===== src/rtl/assert_macros.svh =====
// ----------------------------------------------------------------------------
// assert_macros.svh
// Shorthand for the concurrent checks in the deframer RTL.
// ----------------------------------------------------------------------------
`ifndef ASSERT_MACROS_SVH
`define ASSERT_MACROS_SVH

// Expression must hold at every clock edge out of reset.
`define ASSERT_ALWAYS(label, expr, msg) \
    label: assert property (@(posedge clk) disable iff (!rst_n) (expr)) else $error(msg);

// Consequent must hold in the same cycle as the antecedent.
`define ASSERT_IMPLIES(label, ante, cons, msg) \
    label: assert property (@(posedge clk) disable iff (!rst_n) (ante) |-> (cons)) \
        else $error(msg);

`endif


===== src/rtl/crc8fr_pkg.sv =====
// ----------------------------------------------------------------------------
// crc8fr_pkg
// Types, constants and the CRC-8 byte update for the SOF/length/CRC-8 deframer.
// ----------------------------------------------------------------------------
`default_nettype none

package crc8fr_pkg;

    localparam int DEF_MAX_PAYLOAD = 32;
    localparam int HEADER_BYTES    = 4;
    localparam int PADDR_W         = 5;

    localparam logic [7:0] CRC_POLY = 8'h07;
    localparam logic [7:0] CRC_TOP  = 8'h80;

    // Register reset values
    localparam logic [7:0] RST_SOF_BYTE  = 8'hAA;
    localparam logic [7:0] RST_FIRST_ID  = 8'h01;
    localparam logic [7:0] RST_SECOND_ID = 8'h02;
    localparam logic [5:0] RST_MIN_LEN   = 6'd1;
    localparam logic [5:0] RST_MAX_LEN   = 6'd32;

    // Register indexes (byte address / 4)
    localparam logic [2:0] REG_SOF_BYTE  = 3'd0;
    localparam logic [2:0] REG_FIRST_ID  = 3'd1;
    localparam logic [2:0] REG_SECOND_ID = 3'd2;
    localparam logic [2:0] REG_MIN_LEN   = 3'd3;
    localparam logic [2:0] REG_MAX_LEN   = 3'd4;

    typedef enum logic [2:0] {
        ST_IDLE,
        ST_EMIT_RD,
        ST_EMIT_OUT,
        ST_SCAN_RD,
        ST_SCAN_CHK,
        ST_REFEED_RD,
        ST_REFEED_DO
    } state_t;

    typedef enum logic [1:0] {
        FEED_NONE,
        FEED_PASS,
        FEED_FAIL
    } feed_evt_t;

    // CRC-8/ATM update with one byte, MSB first
    function automatic logic [7:0] crc8_step(input logic [7:0] crc, input logic [7:0] v);
        logic [7:0] c;
        c = crc ^ v;
        for (int b = 0; b < 8; b++)
        begin
            if ((c & CRC_TOP) != 8'h00)
            begin
                c = (c << 1) ^ CRC_POLY;
            end
            else
            begin
                c = c << 1;
            end
        end
        return c;
    endfunction

endpackage

`default_nettype wire


===== src/rtl/crc8_frame_parser_resync.sv =====
// Throughput: one input byte per cycle while no frame completes; in_ready stays high.
// A byte that ends a good frame holds input while the frame streams out, each byte as a
//   store read, then an output register load, plus any output stalls.
// CRC failure: store entries are read and checked for SOF; from one found, each byte is
//   read from the store and re-parsed, with any frame found streamed out as above.
// Reset: the parser hunts for SOF, registers take reset values; the store is never cleared.
// ----------------------------------------------------------------------------
// crc8_frame_parser_resync
// SOF/source/length/payload/CRC-8 deframer with in-candidate resync on CRC error.
// ----------------------------------------------------------------------------
`default_nettype none
`include "assert_macros.svh"

module crc8_frame_parser_resync #(
    parameter int MAX_PAYLOAD = crc8fr_pkg::DEF_MAX_PAYLOAD
) (
    input  logic                           clk,
    input  logic                           rst_n,
    input  logic                           in_valid,
    output logic                           in_ready,
    input  logic [7:0]                     in_byte,
    output logic                           out_valid,
    input  logic                           out_ready,
    output logic [7:0]                     frame_byte,
    output logic                           last_of_frame,
    input  logic                           psel,
    input  logic                           penable,
    input  logic                           pwrite,
    input  logic [crc8fr_pkg::PADDR_W-1:0] paddr,
    input  logic [31:0]                    pwdata,
    output logic [31:0]                    prdata,
    output logic                           pready
);
    import crc8fr_pkg::*;

    localparam int DEPTH = HEADER_BYTES + MAX_PAYLOAD + 1;
    localparam int AW    = $clog2(DEPTH);
    localparam int CW    = $clog2(DEPTH + 1);

    // Configuration registers
    logic [7:0] sof_byte_reg;
    logic [7:0] first_id_reg;
    logic [7:0] second_id_reg;
    logic [5:0] min_len_reg;
    logic [5:0] max_len_reg;
    logic [2:0] reg_idx;

    // Candidate store
    logic [7:0]    mem [DEPTH];
    logic          mem_we;
    logic [AW-1:0] mem_waddr;
    logic [7:0]    mem_wdata;
    logic          mem_re;
    logic [AW-1:0] mem_raddr;
    logic [7:0]    rdata_reg;

    // Parser and sequencer state
    state_t        state_reg, state_next;
    logic [CW-1:0] bc_reg, bc_next;
    logic [CW-1:0] flen_reg, flen_next;
    logic [7:0]    len_hi_reg, len_hi_next;
    logic [7:0]    crc_reg, crc_next;
    logic [AW-1:0] src_reg, src_next;
    logic [CW-1:0] total_reg, total_next;
    logic [AW-1:0] emit_idx_reg, emit_idx_next;
    logic [AW-1:0] emit_end_reg, emit_end_next;
    logic          resume_reg, resume_next;
    logic          out_valid_reg, out_valid_next;
    logic [7:0]    frame_byte_reg, frame_byte_next;
    logic          last_reg, last_next;

    // Parser step outputs
    logic [7:0]    feed_byte;
    logic          feed_go;
    feed_evt_t     f_evt;
    logic [CW-1:0] f_bc;
    logic [CW-1:0] f_flen;
    logic [7:0]    f_hi;
    logic [7:0]    f_crc;
    logic          f_we;
    logic [AW-1:0] f_waddr;
    logic [7:0]    crc_upd;
    logic [15:0]   len16;
    logic          len_bad;
    logic [CW-1:0] bc_inc;
    logic          more;

    // ------------------------------------------------------------------
    // Configuration port
    // ------------------------------------------------------------------
    assign pready  = 1'b1;
    assign reg_idx = paddr[PADDR_W-1:2];

    always_ff @(posedge clk or negedge rst_n)
    begin
        if (!rst_n)
        begin
            sof_byte_reg  <= RST_SOF_BYTE;
            first_id_reg  <= RST_FIRST_ID;
            second_id_reg <= RST_SECOND_ID;
            min_len_reg   <= RST_MIN_LEN;
            max_len_reg   <= RST_MAX_LEN;
        end
        else if (psel && penable && pwrite && pready)
        begin
            unique case (reg_idx)
                REG_SOF_BYTE:  sof_byte_reg  <= pwdata[7:0];
                REG_FIRST_ID:  first_id_reg  <= pwdata[7:0];
                REG_SECOND_ID: second_id_reg <= pwdata[7:0];
                REG_MIN_LEN:   min_len_reg   <= pwdata[5:0];
                REG_MAX_LEN:   max_len_reg   <= pwdata[5:0];
                default:       ;
            endcase
        end
    end

    always_comb
    begin
        unique case (reg_idx)
            REG_SOF_BYTE:  prdata = {24'd0, sof_byte_reg};
            REG_FIRST_ID:  prdata = {24'd0, first_id_reg};
            REG_SECOND_ID: prdata = {24'd0, second_id_reg};
            REG_MIN_LEN:   prdata = {26'd0, min_len_reg};
            REG_MAX_LEN:   prdata = {26'd0, max_len_reg};
            default:       prdata = 32'd0;
        endcase
    end

    // ------------------------------------------------------------------
    // Candidate store: one write and one registered read per cycle.
    // Re-parse writes land below the read pointer, so they never clobber
    // bytes still to be read; the sequencer keeps reads and writes in
    // separate cycles otherwise.
    // ------------------------------------------------------------------
    always_ff @(posedge clk)
    begin
        if (mem_we)
        begin
            mem[mem_waddr] <= mem_wdata;
        end
        if (mem_re)
        begin
            rdata_reg <= mem[mem_raddr];
        end
    end

    // ------------------------------------------------------------------
    // Parser step: one byte against the current candidate
    // ------------------------------------------------------------------
    assign feed_byte = (state_reg == ST_REFEED_DO) ? rdata_reg : in_byte;
    assign crc_upd   = crc8_step(crc_reg, feed_byte);
    assign len16     = {len_hi_reg, feed_byte};
    assign bc_inc    = bc_reg + CW'(1);
    assign len_bad   = (len16 == 16'd0) || (len16 < {10'd0, min_len_reg})
                     || (len16 > {10'd0, max_len_reg}) || (len16 > 16'(MAX_PAYLOAD));

    always_comb
    begin
        f_evt   = FEED_NONE;
        f_bc    = bc_reg;
        f_flen  = flen_reg;
        f_hi    = len_hi_reg;
        f_crc   = crc_reg;
        f_we    = 1'b1;
        f_waddr = bc_reg[AW-1:0];

        priority if (bc_reg == CW'(0))
        begin
            f_waddr = '0;
            if (feed_byte == sof_byte_reg)
            begin
                f_bc  = CW'(1);
                f_crc = 8'h00;
            end
            else
            begin
                f_we = 1'b0;
            end
        end
        else if ((bc_reg == CW'(1) &&
                  feed_byte != first_id_reg && feed_byte != second_id_reg) ||
                 (bc_reg == CW'(3) && len_bad))
        begin
            // drop; reuse the byte as a new start if it is SOF
            f_flen  = '0;
            f_crc   = 8'h00;
            f_waddr = '0;
            if (feed_byte == sof_byte_reg)
            begin
                f_bc = CW'(1);
            end
            else
            begin
                f_bc = '0;
                f_we = 1'b0;
            end
        end
        else if (bc_reg == CW'(1) || bc_reg == CW'(2))
        begin
            f_bc  = bc_inc;
            f_crc = crc_upd;
            f_hi  = feed_byte;
        end
        else if (bc_reg == CW'(3))
        begin
            f_bc   = bc_inc;
            f_crc  = crc_upd;
            f_flen = len16[CW-1:0] + CW'(HEADER_BYTES + 1);
        end
        else if (bc_reg >= CW'(DEPTH))
        begin
            f_we   = 1'b0;
            f_bc   = '0;
            f_flen = '0;
            f_crc  = 8'h00;
        end
        else if (bc_inc < flen_reg)
        begin
            f_bc  = bc_inc;
            f_crc = crc_upd;
        end
        else
        begin
            // last byte of the frame: compare against the running CRC
            f_evt  = (crc_reg == feed_byte) ? FEED_PASS : FEED_FAIL;
            f_bc   = '0;
            f_flen = '0;
            f_crc  = 8'h00;
        end
    end

    // ------------------------------------------------------------------
    // Sequencer
    // ------------------------------------------------------------------
    assign in_ready = (state_reg == ST_IDLE);
    assign feed_go  = (in_valid && in_ready) || (state_reg == ST_REFEED_DO);
    assign more     = (CW'(src_reg) + CW'(1)) < total_reg;

    assign mem_we    = feed_go && f_we;
    assign mem_waddr = f_waddr;
    assign mem_wdata = feed_byte;

    always_ff @(posedge clk or negedge rst_n)
    begin
        if (!rst_n)
        begin
            state_reg     <= ST_IDLE;
            bc_reg        <= '0;
            flen_reg      <= '0;
            crc_reg       <= 8'h00;
            src_reg       <= '0;
            total_reg     <= '0;
            emit_idx_reg  <= '0;
            emit_end_reg  <= '0;
            resume_reg    <= 1'b0;
            out_valid_reg <= 1'b0;
        end
        else
        begin
            state_reg     <= state_next;
            bc_reg        <= bc_next;
            flen_reg      <= flen_next;
            crc_reg       <= crc_next;
            src_reg       <= src_next;
            total_reg     <= total_next;
            emit_idx_reg  <= emit_idx_next;
            emit_end_reg  <= emit_end_next;
            resume_reg    <= resume_next;
            out_valid_reg <= out_valid_next;
        end
    end

    always_ff @(posedge clk)
    begin
        len_hi_reg     <= len_hi_next;
        frame_byte_reg <= frame_byte_next;
        last_reg       <= last_next;
    end

    always_comb
    begin
        state_next      = state_reg;
        bc_next         = bc_reg;
        flen_next       = flen_reg;
        len_hi_next     = len_hi_reg;
        crc_next        = crc_reg;
        src_next        = src_reg;
        total_next      = total_reg;
        emit_idx_next   = emit_idx_reg;
        emit_end_next   = emit_end_reg;
        resume_next     = resume_reg;
        out_valid_next  = out_valid_reg && !out_ready;
        frame_byte_next = frame_byte_reg;
        last_next       = last_reg;
        mem_re          = 1'b0;
        mem_raddr       = src_reg;

        if (feed_go)
        begin
            bc_next     = f_bc;
            flen_next   = f_flen;
            len_hi_next = f_hi;
            crc_next    = f_crc;
        end

        unique case (state_reg)
            ST_IDLE:
            begin
                if (feed_go)
                begin
                    unique case (f_evt)
                        FEED_PASS:
                        begin
                            emit_idx_next = '0;
                            emit_end_next = bc_reg[AW-1:0];
                            resume_next   = 1'b0;
                            state_next    = ST_EMIT_RD;
                        end
                        FEED_FAIL:
                        begin
                            total_next = flen_reg;
                            src_next   = AW'(1);
                            state_next = ST_SCAN_RD;
                        end
                        default: ;
                    endcase
                end
            end
            ST_EMIT_RD:
            begin
                mem_re     = 1'b1;
                mem_raddr  = emit_idx_reg;
                state_next = ST_EMIT_OUT;
            end
            ST_EMIT_OUT:
            begin
                // hold until the output register is free
                if (!out_valid_reg || out_ready)
                begin
                    out_valid_next  = 1'b1;
                    frame_byte_next = rdata_reg;
                    last_next       = (emit_idx_reg == emit_end_reg);
                    if (emit_idx_reg == emit_end_reg)
                    begin
                        state_next = resume_reg ? ST_REFEED_RD : ST_IDLE;
                    end
                    else
                    begin
                        emit_idx_next = emit_idx_reg + AW'(1);
                        state_next    = ST_EMIT_RD;
                    end
                end
            end
            ST_SCAN_RD:
            begin
                mem_re     = 1'b1;
                state_next = ST_SCAN_CHK;
            end
            ST_SCAN_CHK:
            begin
                if (rdata_reg == sof_byte_reg)
                begin
                    state_next = ST_REFEED_RD;
                end
                else if (more)
                begin
                    src_next   = src_reg + AW'(1);
                    state_next = ST_SCAN_RD;
                end
                else
                begin
                    state_next = ST_IDLE;
                end
            end
            ST_REFEED_RD:
            begin
                mem_re     = 1'b1;
                state_next = ST_REFEED_DO;
            end
            ST_REFEED_DO:
            begin
                // a failure here only drops the new candidate (already cleared)
                src_next = src_reg + AW'(1);
                if (f_evt == FEED_PASS)
                begin
                    emit_idx_next = '0;
                    emit_end_next = bc_reg[AW-1:0];
                    resume_next   = more;
                    state_next    = ST_EMIT_RD;
                end
                else
                begin
                    state_next = more ? ST_REFEED_RD : ST_IDLE;
                end
            end
            default:
            begin
                state_next = ST_IDLE;
            end
        endcase
    end

    assign out_valid     = out_valid_reg;
    assign frame_byte    = frame_byte_reg;
    assign last_of_frame = last_reg;

    // ------------------------------------------------------------------
    // Checks
    // ------------------------------------------------------------------
    `ASSERT_ALWAYS(a_bc_in_store, bc_reg < CW'(DEPTH), "byte count beyond candidate store")
    `ASSERT_IMPLIES(a_flen_valid, bc_reg >= CW'(HEADER_BYTES),
        flen_reg > bc_reg && flen_reg <= CW'(DEPTH), "frame length inconsistent with count")
    `ASSERT_IMPLIES(a_rescan_ptr,
        state_reg == ST_SCAN_RD || state_reg == ST_SCAN_CHK ||
        state_reg == ST_REFEED_RD || state_reg == ST_REFEED_DO,
        src_reg != '0 && CW'(src_reg) < total_reg, "resync pointer out of range")
    `ASSERT_IMPLIES(a_emit_ptr, state_reg == ST_EMIT_RD || state_reg == ST_EMIT_OUT,
        emit_idx_reg <= emit_end_reg, "emit pointer past end of frame")

endmodule

`default_nettype wire

===== config.mk =====
export PLATFORM = sky130hd
export DESIGN_NAME = crc8_frame_parser_resync
export DESIGN_NICKNAME = d
export VERILOG_FILES = /design/src/rtl/crc8fr_pkg.sv /design/src/rtl/crc8_frame_parser_resync.sv
export VERILOG_INCLUDE_DIRS = /design/src /design/src/rtl
export SDC_FILE = /design/constraint.sdc
export NUM_CORES = 1
export LEC_CHECK = 0
export ABC_AREA = 1
export BUFFER_PORTS_ARGS = -buffer_cell sky130_fd_sc_hd__buf_4
export CORE_MARGIN = 8
export CORE_UTILIZATION = 47
export CTS_BUF_LIST = sky130_fd_sc_hd__clkbuf_8
export DETAILED_ROUTE_END_ITERATION = 10
export GPL_TIMING_DRIVEN = 0
export PLACE_DENSITY = 0.61
export SLEW_MARGIN = 40
export SYNTH_ARGS = -nofsm -noshare
export SYNTH_HDL_FRONTEND = slang
export SYNTH_SLANG_ARGS = --single-unit

===== constraint.sdc =====
create_clock -name clk -period 11.98 [get_ports clk]
set_input_delay 0.599 -clock clk [delete_from_list [all_inputs] [get_ports clk]]
set_output_delay 0.599 -clock clk [all_outputs]
set_load 0.005 [all_outputs]

### Word level (Yosys, flattened, before mapping)

Memories as Yosys holds them, arrays and structs flattened. A register that Yosys moved wholly into a read port is not among the register bits.
Cells that the tools add are included.

* bits in writable memories: 296
* output and inout bits: 44
* memories: 1
* input port bits: 52
* register bits: 102
* word-level logic and storage cells: 191

* bitwise logic cells: 11
* reduce and logical (&&, ||, !) cells: 40
* mux-type cells: 78
* add/sub/neg operators: 4
* eq/ne operators: 33
* magnitude comparators: 6

Memories
* mem: words 37, bits a word 8, rd ports 1, clocked after Yosys merged registers in 1, wr ports 1, line crc8_frame_parser_resync.sv:49 `logic [7:0] mem [DEPTH];`

Operator list (number)
* $mux 6: 25
* $mux 8: 8
* $mux 3: 15
* $pmux 8 s5: 1
* $pmux 6 s3: 2
* $eq 8x8->1: 3
* $not 3->3: 8
* $pmux 3 s7: 1
* $add 6x1->6 const B: 3
* $gt 16x6->1: 1
* $gt 16x6->1 const B: 1
* $logic_not 16->1: 1
* $lt 16x6->1: 1
* $mux 2: 8
* $ne 8x8->1: 2
* $reduce_and 2->1: 8
* $reduce_and 4->1: 4
* $mux 1: 15
* $eq 3x2->1 const B: 4
* $eq 3x3->1 const B: 4
* $eq 6x2->1 const B: 2
* $lt 6x6->1: 2
* $pmux 6 s2: 1
* $ne 2x1->1 const B: 5
* 24 further kinds: 47

### Depth between registers and ports, before layout

Gate-level depths: netlist (run 1).

* depth in word-level cells: 25
* depth in mapped cells: 21
* mapped depth without buffers: 21

### Worst setup path before layout (run 1)

OpenSTA, ideal clock, no wires.

* kind: reg2reg
* from: register state_reg[0]
* to: register len_hi_reg[0], enable pin
* arrival: 3.449 ns
* data required time: 11.597 ns
* path buffers: 2
* stages on the path, launching flop included: 18
* clock period less this slack: 3.832 ns
* library setup time: 0.383 ns
* setup slack: 8.148 ns
* cells stage by stage: dfrtp_1 inv_2 nand3_4 buf_4 nand2_1 nand2_1 ha_1 nand2_1 inv_1 nand3_1 nor2_1 a21oi_1 nor2_1 nand2_1 a21oi_4 nand3_1 clkbuf_1 nor3_1

* word-level cells in the longest chain between the ends: 10
* elaborated cells between the ends (all ways): 20
* those cells by class: 3 x order compare; 3 x eq/ne; 1 x mux; 1 x bitwise; 12 x reduce/logical

RTL lines
* start: declaration: line crc8_frame_parser_resync.sv:58 `state_t state_reg, state_next;`
* start signal: assignment: line crc8_frame_parser_resync.sv:260 `state_reg <= state_next;`
* $eq 3x3->1 *: line crc8_frame_parser_resync.sv:150 `assign feed_byte = (state_reg == ST_REFEED_DO) ? rdata_reg : in_byte;`
* $mux 8 *: line crc8_frame_parser_resync.sv:150
* net feed_byte[5]: line crc8_frame_parser_resync.sv:73 `logic [7:0] feed_byte;`
* $lt 16x6->1 / $logic_not 16->1 (equally long branches): line crc8_frame_parser_resync.sv:154 `assign len_bad = (len16 == 16'd0) || (len16 < {10'd0, min_len_reg})`
* $logic_or 1x1->1: line crc8_frame_parser_resync.sv:154
* $logic_or 1x1->1 (2 in series): line crc8_frame_parser_resync.sv:155 `|| (len16 > {10'd0, max_len_reg}) || (len16 > 16'(MAX_PAYLOAD));`
* $logic_and 1x1->1: line crc8_frame_parser_resync.sv:182 `(bc_reg == CW'(3) && len_bad))`
* $logic_or 1x1->1 *: line crc8_frame_parser_resync.sv:181 `feed_byte != first_id_reg && feed_byte != second_id_reg) ||`
* $not 1->1 (no source line) *
* $reduce_and 4->1 (no source line) *
* end signal: assignment: line crc8_frame_parser_resync.sv:275 `len_hi_reg <= len_hi_next;`
* end: declaration: line crc8_frame_parser_resync.sv:61 `logic [7:0] len_hi_reg, len_hi_next;`

The timed path passes the listed nets; every way through them passes the cells marked *.
A chain may end at the register's enable or synchronous reset.

### Worst setup path after layout (run 1)

* from: register state_reg[0]
* to: memory mem[26][2], enable pin

* word-level cells in the longest chain between the ends: 13
* elaborated cells between the ends (all ways): 27
* those cells by class: 3 x order compare; 4 x eq/ne; 8 x mux; 12 x reduce/logical

RTL lines
* $eq 3x3->1 *: line crc8_frame_parser_resync.sv:150
* $mux 8 *: line crc8_frame_parser_resync.sv:150
* net feed_byte[1]: line crc8_frame_parser_resync.sv:73
* $lt 16x6->1 / $logic_not 16->1 (equally long branches): line crc8_frame_parser_resync.sv:154
* $logic_or 1x1->1: line crc8_frame_parser_resync.sv:154
* $logic_or 1x1->1 (2 in series): line crc8_frame_parser_resync.sv:155
* $logic_and 1x1->1: line crc8_frame_parser_resync.sv:182
* $logic_or 1x1->1: line crc8_frame_parser_resync.sv:181
* $mux 1: line crc8_frame_parser_resync.sv:180 `else if ((bc_reg == CW'(1) &&`
* $mux 1: line crc8_frame_parser_resync.sv:167 `priority if (bc_reg == CW'(0))`
* $logic_and 1x1->1: line crc8_frame_parser_resync.sv:239 `assign mem_we = feed_go && f_we;`
* $mux 1: line crc8_frame_parser_resync.sv:137 `if (mem_we)`
* $mux 1 (implied by the code): line crc8_frame_parser_resync.sv:139 `mem[mem_waddr] <= mem_wdata;`
* end: declaration: line crc8_frame_parser_resync.sv:49

Marks and branches as above.

==> impl_metrics.ini, run 1 <==
[timing]
fin_tns_setup_ps = 0
finalHoldViolations = 0
fin_crit_sh_pct = 39.2
setup_viol = 0
final.min_clock_period_ps = 4700
fmax_mhz = 213
maxSlewViolCount = 0
worst_pin_slew_ps = 890
slew_headroom_pct = 40.7
skew_ps = 26.9
rsz0062_at_grt = no

[logic_synthesis]
synth_top_area_cell = edfxtp_1
syn-cell-area_mm2 = 0.0186
ys_types = 50
netlist_instances = 1759
synth-xor-area-share_pct = 2.26
yosysTopAreaCellShare_pct = 51.9
synth_seq_area_share_pct = 63.4
synthTopCellsByArea = edfxtp_1 (52%), dfrtp_1 (10%), o21ai_0 (5.9%)
synth_seq_cells = 406
synth_top_family_by_area = simple AND/OR/NAND/NOR gates
syn-mean-instance-area_um2 = 10.6
synth_mux_area_share_pct = 0
synth_compound_area_share_pct = 12.2
ys_warn_count = 0
synth-adder-area-share_pct = 2.22
synth-simple-area-share_pct = 14.5

[detailed_routing]
ant_nets = 0
drt_first_pass_iters = 7
dr.first_iter.drc_count = 1331
drt_wl_total_um = 54000
drc = 0
wl_per_cell_um = 21.8
routed_via_density = 5.61
num_vias = 13900

[worst_setup_path]
r2r_end = mem[26][2]
reg2reg_from = state_reg[0]
worst_ep_arrival_time_ps = 4930
worstSetupEndpointType = register
critPathLaunchType = register
path_class = register to register
reg2reg_depth = 21
cp_max_fo = 45
r2r_setup_slack_ps = 7280
cp.required_ps = 12210

[pwr]
powerDensity_mw_per_mm2 = 226
p_int_mw = 2.78
ir_worst_vdd_mv = 0.149
switching_share_pct = 41.9
finalPower_mw = 4.79
power_frac_clock_pct = 24.5
power.leakage_nw = 8.05
power_frac_seq_pct = 37.3
combPwrFrac_pct = 38.3
power_switching_mw = 2.00

[cts]
clk_pin_slew_ps = 70
clk_latency_ps = 620
cts_buffers = 70
cts_hold_buf = 0
root_buffer = clkbuf_8
ctsResizeCount = 0
cts_setup_buffers = 0
cts.sinks = 406
clk_path_buf_depth = 3
htree_levels = 3
cts_tree = yes

[grt]
grt_pass1_vias = 13900
gr-usage-all-layers_pct = 23.1
grt_pass1_wl_um = 82800
grt_overflow_total = 0
antenna_found_initial = 0
grt_max_degree = 86

[layout]
mostFrequentLayoutCells = edfxtp_1 (321), nand2_1 (266), nor2_1 (220)
finalInstanceArea_mm2 = 0.0211
drive_gt1_share_pct = 12.7
nNetsFinal = 1987
regMostFlops = mem
area_growth_pct = 13.8
stdcell_count = 2479
layout_commonest_cell = edfxtp_1
largest_reg_flops = 296
diodes = 0

[place]
dpl.cell_count = 2355
port-buffer-count = 43
postPlaceCellArea_mm2 = 0.0198
gp_congestion = 0.915
hpwl_um = 36300

[die]
start_util_pct = 47.2
coreArea_mm2 = 0.0394
num_rows = 73
die_x_um = 215
die_height_um = 215
dieArea_mm2 = 0.0462
ios = 96

[job]
drv_cap = 0

[worst_hold_path]
hp-class = primary input to asynchronous set/reset pin

[outcome]
status = completed
## how the worst max path moves through the flow
stage / from / end / slack [ps] / cells after the start
after floorplan: state_reg[0] / len_hi_reg[0] / 8150 / 17
after global placement: state_reg[0] / mem[16][6] / 5980 / 18
after detailed placement: state_reg[0] / mem[21][6] / 7170 / 21
after CTS: state_reg[0] / mem[21][5] / 7150 / 21
after global routing: state_reg[0] / mem[26][2] / 6920 / 21
final: state_reg[0] / mem[26][2] / 7280 / 21
## cell families after synthesis
kind of cell / after synthesis
flip-flops: 406
other: 2
AND/OR/NAND/NOR: 649
AO/OA/AOI/OAI: 382
XOR/XNOR: 48
adder cells (fa/ha/maj): 33
buffers and inverters: 239
## power by group through the flow
stage               Clock (mW)  Sequential, mW  Combinational [mW]
detailed placement           0            1.80                1.79
finish                    1.17            1.78                1.83
global route              1.25            1.79                2.01
CTS                       1.19            1.78                1.80
global placement             0            1.81                1.75
floorplan                    0            1.77                1.15
## synth_stat cells (all sizes together)
cell type  number
o221ai         33
o31a            1
nand3          79
o211ai         34
dfstp           8
buf            40
xor2           34
a31oi           4
or2             1
clkinv          2
a41oi           1
inv           139
a21oi          20
a221o           3
a221oi          4
nand4          18
o21a            1
nand3b          9
edfxtp        321
nor4            1
o22ai          50
nor2          249
nor3           14
ha             33
and3            1
a211oi          2
o21bai          1
nand2         276
a21o            2
conb            2
nor3b           1
o41ai           1
dfrtp          77
xnor2          14
clkbuf         58
o21ai         225
## worst max-delay path, stage by stage, from the launching register on
cell and delay, ps:
dfrtp_1 430, inv_2 190, nand3_4 170, inv_2 180, nand2_1 140, nand2_4 500
ha_1 370, inv_1 60, nor2_1 30, o21ai_0 140, nand2_1 80, nand3_1 80
a21oi_1 70, nor2_1 210, nand2_1 130, a21oi_4 240, nand2_1 100, nand2_1 170
nand2_2 140, clkinv_2 110, nand2_1 130, nor2_2 610
## per-layer routing
layer  up-vias  GRT usage (%)  share of wire [%]
li1       6437              -                  -
met1      6714           30.1                 42
met2       613           38.1                 47
met3       136           4.19                7.6
met4         0           9.12                3.5
met5         -              0                  0
## final cells by class
cell class / instances / area, µm²
sequential: 406 / 11800
clock inverter: 49 / 240
fill: 3480 / 18200
multi-input combinational: 1137 / 6070
tap: 525 / 657
timing repair buffer: 48 / 364
buffer: 98 / 475
inverter: 141 / 531
clock buffer: 75 / 1030
## per-stage QoR
step,hold WS [ps],worst slack [ps],utilization (%)
finish,16.4,7280,53.7
floorplan,303,8150,-
detailed placement,460,7170,50.4
global route,85.5,6920,53.7
CTS,57.8,7150,53.6
global placement,456,5980,49.9
(Power assumes the default switching activity.)
==> inputs of run 2 (changes only) <==
ABC_AREA = 0   (was 1)
clock period = 4.6 ns   (was 11.98 ns; I/O delays follow)
==> run 2 against run 1 <==
  * Sequential share of layout area is 1.1 points lower
  * Worst setup slack worse by 7100 ps
  * First-iteration DRC count decreased by 16%
==> impl_metrics.ini, run 2 <==
[outcome]
status = completed

[detailed_routing]
drt_first_pass_iters = 5
num_vias = 11300
drc = 0
ant_nets = 0
dr.first_iter.drc_count = 1116
routed_via_density = 5.64
wl_per_cell_um = 22.8
drt_wl_total_um = 45400

[layout]
stdcell_count = 1995
diodes = 0
regMostFlops = mem
area_growth_pct = 16.4
drive_gt1_share_pct = 26.8
layout_commonest_cell = edfxtp_1
nNetsFinal = 1509
largest_reg_flops = 296
mostFrequentLayoutCells = edfxtp_1 (321), nand2_1 (86), buf_4 (79)

[pwr]
power_switching_mw = 4.31
power_frac_seq_pct = 39.3
p_int_mw = 7.50
combPwrFrac_pct = 36.0
power_frac_clock_pct = 24.8
switching_share_pct = 36.5
finalPower_mw = 11.8
ir_worst_vdd_mv = 0.260
powerDensity_mw_per_mm2 = 547
power.leakage_nw = 8.01

[worst_setup_path]
r2r_end = mem[10][5]
critPathLaunchType = register
cp_max_fo = 10
path_class = register to register
reg2reg_depth = 15
worst_ep_arrival_time_ps = 4720
reg2reg_from = state_reg[0]
cp_slowest_cell = dfrtp_1
worstSetupEndpointType = register
critPathMostFrequentCell = buf_2
critPathLaunch = state_reg[0]
crit_path_max_incr_delay_ps = 410
cp.required_ps = 4930
worstPathCellList = nand3b_4 -> buf_4 -> mux2i_4 -> ha_1 -> nor4b_1 -> xor2_1 -> mux2i_2 -> and4b_2 -> a21oi_2 -> or3_1 -> clkbuf_1 -> clkbuf_4 -> nor4_4 -> buf_2 -> buf_2
r2r_setup_slack_ps = 210

[job]
drv_cap = 0

[cts]
clk_path_buf_depth = 3
clk_pin_slew_ps = 60
cts_buffers = 70
clk_latency_ps = 620
cts_tree = yes
cts.sinks = 406
root_buffer = clkbuf_8
htree_levels = 3

[logic_synthesis]
ys_warn_count = 0
netlist_instances = 1251
synth_seq_area_share_pct = 63.6
synth-edff-count = 321
synth_seq_cells = 406
synthFlopType = edfxtp_1
ys_top_cells_by_count = edfxtp_1 (321), nand2_1 (87), dfrtp_1 (77)
syn-cell-area_mm2 = 0.0185
yosysMostFrequentCell = edfxtp_1
yosysTopAreaCellShare_pct = 52.0
synthArstFlopShare_pct = 20.9
synth_top_area_cell = edfxtp_1
ys_types = 66
synthTopCellsByArea = edfxtp_1 (52%), dfrtp_1 (10%), mux4_2 (8.8%)
syn-mean-instance-area_um2 = 14.8

[timing]
fin_crit_sh_pct = 95.5
fmax_mhz = 228
worst_pin_slew_ps = 865
slew_headroom_pct = 42.2
final.min_clock_period_ps = 4390
layout_setup_ws_ps = 208
maxSlewViolCount = 0
finalHoldViolations = 0
skew_ps = 30.6
setup_viol = 0
whs_ps = 40.6

[die]
die_height_um = 215
ios = 96
dieArea_mm2 = 0.0460
start_util_pct = 47.7
die_x_um = 215
coreArea_mm2 = 0.0388
num_rows = 72

[grt]
grt_max_degree = 86
gr-usage-all-layers_pct = 19.8
antenna_found_initial = 0
grt_overflow_total = 0
grt_pass1_wl_um = 70500
grt_pass1_vias = 11600

[worst_hold_path]
hp-start = out_ready
hold_depth = 3
hp-class = primary input to register
whs_endpoint = out_valid

[place]
port-buffer-count = 41
gp_congestion = 0.894
hpwl_um = 31100
place_ws_ps = -909
dpl.cell_count = 1851
-- run 2: cell count changes after synthesis, sizes merged, moves of 30 or more --
cell,change
inv,-91
mux2,+45
mux2i,+39
mux4,+72
nand2,-189
nand3,-50
nor2,-197
o211ai,-32
o21ai,-180
o221ai,-30
o22ai,-35
xnor2,+32
-- run 2: timing repair --
item	in CTS	in global routing
pin swaps	0	5
gates resized for setup	43	15
setup endpoints to repair	281	224
buffers inserted	2	9
hold buffers	9	0
endpoints found under the hold margin	113	0
-- run 2: power by group through the flow --
stage               clock, mW  combinational, mW  sequential [mW]
floorplan                   0               2.80             4.57
global placement            0               4.00             4.68
detailed placement          0               4.11             4.68
CTS                      3.00               4.19             4.63
global route             3.17               4.59             4.67
finish                   2.93               4.24             4.63
-- run 2: kinds of logic (layout without fill, tap and decap cells) --
| family | after synthesis | after routing | share of synthesized area (%) |
|---|---|---|---|
| flops | 406 | 406 | 63.6 |
| simple gates | 285 | 285 | 7.75 |
| mux | 156 | 156 | 13.7 |
| compound gates | 154 | 154 | 5.50 |
| buf+inv | 133 | 336 | 3.32 |
| xor+xnor | 82 | 82 | 3.88 |
| fa+ha+maj | 33 | 33 | 2.23 |
| other cells | 2 | 25 | 0.0405 |
-- run 2: worst max-delay path by stage --
| stage | to | slack (ps) |
|---|---|---|
| detailed placement | mem[15][3] | -910 |
| global route | mem[25][3] | -20 |
| floorplan | mem[10][0] | 0.9 |
| global placement | mem[25][6] | -1870 |
| CTS | mem[10][6] | 4 |
| finish | mem[10][5] | 210 |
-- run 2: through the flow --
stage	utilization, %	setup TNS [ps]	cell area [µm²]
floorplan	-	0	18600
global placement	50.4	-385700	19600
detailed placement	51.2	-193260	19900
CTS	55.2	0	21400
global route	55.6	-73.9	21600
finish	55.6	0	21600
-- run 2: final cells by class --
class	count	area (µm²)
Inverter	48	198
Clock inverter	54	274
Sequential cell	406	11800
Buffer	84	442
Clock buffer	71	977
Fill cell	3167	17300
Tap cell	518	648
Timing Repair Buffer	79	624
Multi-Input combinational cell	735	6630
-- run 2: routing by layer --
metal  vias up  track usage [%]  share of wire, %
li1       5094                -                 -
met1      5696             25.9                42
met2       377             32.7                49
met3        91             4.29               6.2
met4         0             6.47               2.8
met5         -                0                 0
-- run 2: worst max-delay path: cells and delay by family, from the launching register on --
family	cells	cell delay, ps
simple gates	5	1620
fa+ha+maj	1	220
mux	2	530
flops	1	410
buf+inv	5	1080
compound gates	1	110
xor+xnor	1	130
